[src/iapf_pkg.sv]
// Package: request/result types, operation codes, status codes and width constants for the ALU.
`default_nettype none
package iapf_pkg;
  localparam int unsigned WIDTH_DEF = 32;
  localparam int unsigned FIELD_W   = 32;

  typedef enum logic [3:0] {
    OP_ADD = 4'd0, OP_SUB = 4'd1, OP_MUL = 4'd2, OP_DIVIDE = 4'd3, OP_DIV = 4'd4,
    OP_MOD = 4'd5, OP_LESS = 4'd6, OP_EQUAL = 4'd7, OP_AND = 4'd8, OP_OR = 4'd9,
    OP_NEG = 4'd10, OP_R11 = 4'd11, OP_R12 = 4'd12, OP_R13 = 4'd13, OP_R14 = 4'd14,
    OP_R15 = 4'd15
  } op_t;

  typedef enum logic [1:0] {
    ST_OK = 2'd0, ST_PROMOTE = 2'd1, ST_DIVZERO = 2'd2, ST_RSVD = 2'd3
  } status_t;

  typedef struct packed {
    logic [3:0]         kind;
    logic signed [31:0] operand_a;
    logic signed [31:0] operand_b;
    logic               promote_enable;
  } req_t;

  typedef struct packed {
    logic signed [31:0] value;
    logic [1:0]         status;
  } res_t;
endpackage
`default_nettype wire

[src/iapf_div.sv]
// Pipelined restoring divider on magnitudes, one quotient bit per stage.
`default_nettype none
module iapf_div #(
  parameter int unsigned W = iapf_pkg::WIDTH_DEF,
  parameter int unsigned TW = 8
) (
  input  wire logic          clk,
  input  wire logic          rst,
  input  wire logic          in_valid,
  input  wire logic [W-1:0]  num,
  input  wire logic [W-1:0]  den,
  input  wire logic [TW-1:0] tag_in,
  output logic               out_valid,
  output logic [W-1:0]       quot,
  output logic [W-1:0]       rem,
  output logic [TW-1:0]      tag_out
);
  import iapf_pkg::*;

  logic           vld [W+1];
  logic [W-1:0]   rr [W+1];
  logic [W-1:0]   qq [W+1];
  logic [W-1:0]   dd [W+1];
  logic [TW-1:0]  tg [W+1];

  always_comb begin
    vld[0] = in_valid;
    rr[0]  = '0;
    qq[0]  = num;
    dd[0]  = den;
    tg[0]  = tag_in;
  end

  // each stage shifts in one numerator bit and tries one subtract
  for (genvar i = 0; i < W; i++) begin : g_stage
    logic [W:0] trial;
    logic [W:0] shifted;
    assign shifted = {rr[i], qq[i][W-1]};
    assign trial   = shifted - {1'b0, dd[i]};
    always_ff @(posedge clk) begin
      if (rst) begin
        vld[i+1] <= 1'b0;
      end else begin
        vld[i+1] <= vld[i];
      end
      if (trial[W]) begin
        rr[i+1] <= shifted[W-1:0];
      end else begin
        rr[i+1] <= trial[W-1:0];
      end
      qq[i+1] <= {qq[i][W-2:0], ~trial[W]};
      dd[i+1] <= dd[i];
      tg[i+1] <= tg[i];
    end
  end

  assign out_valid = vld[W];
  assign quot      = qq[W];
  assign rem       = rr[W];
  assign tag_out   = tg[W];
endmodule
`default_nettype wire

[config.mk]
export PLATFORM = sky130hd
export DESIGN_NAME = iapf_div
export DESIGN_NICKNAME = d
export VERILOG_FILES = /design/src/iapf_pkg.sv /design/src/iapf_div.sv
export SDC_FILE = /design/constraint.sdc
export NUM_CORES = 2
export LEC_CHECK = 0
export BUFFER_PORTS_ARGS = -buffer_cell sky130_fd_sc_hd__buf_2
export CAP_MARGIN = 0
export CORE_AREA = 2 2 534 536
export DETAILED_ROUTE_END_ITERATION = 7
export DIE_AREA = 0 0 536 538
export GPL_TIMING_DRIVEN = 0
export PLACE_DENSITY_LB_ADDON = 0.1
export REMOVE_ABC_BUFFERS = 1
export SLEW_MARGIN = 30
export SYNTH_ARGS = -nofsm -noshare
export SYNTH_HDL_FRONTEND = slang
export SYNTH_SLANG_ARGS = --single-unit
[constraint.sdc]
create_clock -name clk -period 8.31 [get_ports clk]
set_clock_uncertainty 0.2 [all_clocks]
set_input_delay 0.831 -clock clk [delete_from_list [all_inputs] [get_ports clk]]
set_output_delay 0.831 -clock clk [all_outputs]
set_load 0.1 [all_outputs]
==> results.yml <==
route:
  firstDrtPassIters: 8
  drcViolationCount: 0
  routed_wl_um: 280000
  routedWlPerCell_um: 16.5
  ant_nets: 0
  via_per_inst: 5.16
  drt_iter0_drc: 4008
  dr_total_vias: 87800
setup_path:
  worstPathRequired_ps: 8890
  reg2regPathDepth: 16
  reg2reg_to: "g_stage[10].shifted[7]"
  timing.rr.start: "g_stage[9].shifted[0]"
  critPathKind: "flop to flop"
  end_kind: "flop"
  worst_ep_arrival_time_ps: 5910
  critPathMaxFanout: 16
  crit_path_start_kind: "flop"
  reg2reg_slack_ps: 2990
placement:
  gp_congestion: 0.916
  dp_hpwl_um: 214000
  numPortBuffers: 147
synth:
  synth_edf_count: 0
  yosysSeqAreaShare_pct: 50.3
  ys_ff_latch: 3328
  async_reset_ff_share_pct: 0
  netlist_area_um2: 132000
  yosys_warnings: 0
  synth-main-ff-cell: "dfxtp_1"
  postSynthCellCount: 12600
  synth_area_per_cell_um2: 10.5
  ys_types: 113
die:
  die_width_um: 536
  row_count: 196
  dieArea_um2: 288000
  coreArea_um2: 283000
  dieHeight_um: 538
  start_util_pct: 46.7
  io_pins: 148
min_path:
  holdPathStages: 0
  worstHoldStart: "qq[252]"
  hp-class: "flop to flop"
  min_to: "qq[221]"
clock_tree:
  clkLatencyLatePin_ps: 950
  cts.sinks: 3328
  cts_resized: 0
  cts_buffers: 349
  cts_setup_buffers: 0
  clk_pin_slew_ps: 60
  clockBufferDepth: 4
  root_buffer: "clkbuf_16"
  cts_tree: "built"
  cts_hold_buf: 73
  h-tree-depth: 5
grt:
  antenna_found_initial: 11
  grt_pass1_vias: 89900
  gr-total-overflow: 0
  grt_max_degree: 43
  grt_first_pass_wirelength_um: 456000
  gr-usage-all-layers_pct: 19.1
power:
  p_leak_nw: 69.2
  ir_worst_vdd_mv: 0.273
  p_per_area_nw_per_um2: 484
  internal_power_mw: 46.1
  clkPwrFrac_pct: 22.2
  swShare_pct: 36.7
  combPwrFrac_pct: 46.6
  switchingPower_mw: 26.7
  pwr-share-seq_pct: 31.2
sta:
  hold_ws_ps: 68.2
  grt_setup_unrepaired: "no"
  setup-tns-final_ps: 0
  worst_pin_slew_ps: 962
  finalHoldViolCount: 0
  setup-violations-final: 0
  maxSlewHeadroom_pct: 35.5
  period_needed_ps: 5320
  post-route-period-util_pct: 64.1
  maxSlewViolCount: 0
  clock.fmax_ghz: 0.188
run_status:
  status: "complete, no violations"
final_layout:
  area_growth_pct: 13.7
  layout-drive-gt1-share_pct: 11.9
  nFillCells: 24800
  num-nets-final: 14100
job:
  maxCapViolations: 0
[stage by stage]
step | setup slack, ps | cells | instance area [um2] | total power [mW] | util [%]
final | 2990 | 17000 | 150000 | 72.8 | 53.1
after global routing | 2750 | 17000 | 150000 | 78.0 | 53.1
after CTS | 2920 | 17000 | 150000 | 73.5 | 53.1
after detailed placement | 2990 | 16300 | 137000 | 56.8 | 48.5
after global placement | 592 | 16200 | 136000 | 55.8 | 48.1
after floorplan | 2730 | 12300 | 131000 | 48.6 | -
[kinds of logic after synthesis]
kind of cell,share of synthesized area (%)
other cells,0.00283
xor+xnor,5.70
fa+ha+maj,9.87
compound gates,14.5
simple gates,7.93
buf+inv,4.74
flops,50.3
mux,6.93
[how the worst max path moves through the flow]
stage	start	end	slack, ps	depth (start not counted)
floorplan	g_stage[16].shifted[0]	g_stage[17].shifted[10]	2730	13
CTS	g_stage[9].shifted[0]	g_stage[10].shifted[4]	2920	16
global placement	g_stage[7].shifted[0]	g_stage[8].shifted[32]	590	13
global route	g_stage[9].shifted[0]	g_stage[10].shifted[7]	2750	16
finish	g_stage[9].shifted[0]	g_stage[10].shifted[7]	2990	16
detailed placement	g_stage[9].shifted[0]	g_stage[10].shifted[3]	2990	16
[synth_stat cells, drive strengths merged (101+ instances only)]
| cell type | number | area (um2) |
|---|---|---|
| inv | 1218 | 4570 |
| o21ai | 582 | 2920 |
| buf | 145 | 1080 |
| clkbuf | 167 | 627 |
| nor2b | 175 | 1090 |
| ha | 994 | 12400 |
| dfxtp | 3328 | 66600 |
| mux2 | 695 | 8380 |
| o21a | 158 | 1190 |
| nor3 | 112 | 576 |
| nand3 | 167 | 836 |
| a31oi | 103 | 712 |
| xor2 | 338 | 3000 |
| nand4 | 101 | 632 |
| a21o | 500 | 3750 |
| nand2b | 139 | 870 |
| nor2 | 596 | 2240 |
| nand2 | 572 | 2150 |
| a21oi | 953 | 4860 |
| xnor2 | 510 | 4550 |
[power by group through the flow]
stage	combinational (mW)	clock, mW	sequential, mW
final	33.9	16.1	22.7
after global placement	32.7	0	23.0
after floorplan	25.3	0	23.3
after detailed placement	33.7	0	23.1
after global routing	37.5	17.4	23.2
after CTS	34.0	16.7	22.8
[registers in the layout, summed over array words and instances, names as in the netlist, 8 cells and up]
signal,cells
tag_out,8
tg,248
dd,992
rem,32
quot,32
vld,31
qq,961
g_stage.shifted,1023
[layout by cell type, fill, tap and decap left out, types with 31 or more instances in the layout]
| cell | synthesis | routed |
|---|---|---|
| a31oi_1 | 95 | 95 |
| clkinv_2 | 0 | 57 |
| o31a_1 | 36 | 36 |
| nand4_1 | 101 | 101 |
| xnor2_1 | 501 | 497 |
| nor2_1 | 596 | 594 |
| o31ai_1 | 60 | 60 |
| a21o_1 | 500 | 500 |
| nor2b_1 | 175 | 175 |
| and2_1 | 47 | 47 |
| or3_1 | 47 | 47 |
| nand2_1 | 572 | 572 |
| o21a_1 | 156 | 156 |
| inv_1 | 1218 | 1218 |
| o21bai_1 | 81 | 81 |
| buf_2 | 46 | 147 |
| a211o_1 | 40 | 39 |
| mux2_1 | 53 | 53 |
| clkbuf_16 | 0 | 352 |
| o21ai_0 | 536 | 536 |
| dlygate4sd3_1 | 0 | 73 |
| fa_1 | 31 | 31 |
| xor2_1 | 333 | 327 |
| mux2i_1 | 79 | 79 |
| clkbuf_8 | 0 | 73 |
| mux2_4 | 147 | 147 |
| bufinv_16 | 0 | 39 |
| nand3_1 | 167 | 167 |
| clkbuf_1 | 167 | 60 |
| a211oi_1 | 65 | 65 |
| a21oi_1 | 935 | 935 |
| o211ai_1 | 44 | 44 |
| o21ai_1 | 43 | 43 |
| and3_1 | 75 | 75 |
| nor3_1 | 109 | 109 |
| mux2_2 | 495 | 495 |
| ha_1 | 994 | 994 |
| nand2b_1 | 139 | 139 |
| dfxtp_1 | 3328 | 3328 |
[per-layer routing]
layer / wire length (um) / GRT usage (%)
met3: 9900 / 2.72
met1: 113000 / 20.9
met4: 12500 / 8.55
met5: 0 / 0
met2: 145000 / 36.3
[critical path, stage by stage (launching register included)]
cell	delay, ps
dfxtp_1	310
inv_1	60
ha_1	210
fa_1	400
nand2b_1	150
a21boi_0	400
a311oi_1	290
a211oi_1	840
nor3_1	180
o21bai_1	390
nand3_1	200
o31ai_1	300
a21oi_1	190
xor2_4	300
buf_16	190
buf_8	190
mux2_2	350
[area by class of cell]
cell class,count,area [um2],area share [%]
diodes,16,40.0,0.0266
clock buffers,485,10000,6.67
clock inverters,148,2250,1.49
inverters,1218,4570,3.04
multi-input cells,7788,59800,39.8
flip-flops and latches,3328,66600,44.3
well taps,3762,4710,3.13
repair buffers,281,2390,1.59
No activity file was read; power rests on OpenSTA's default activity.
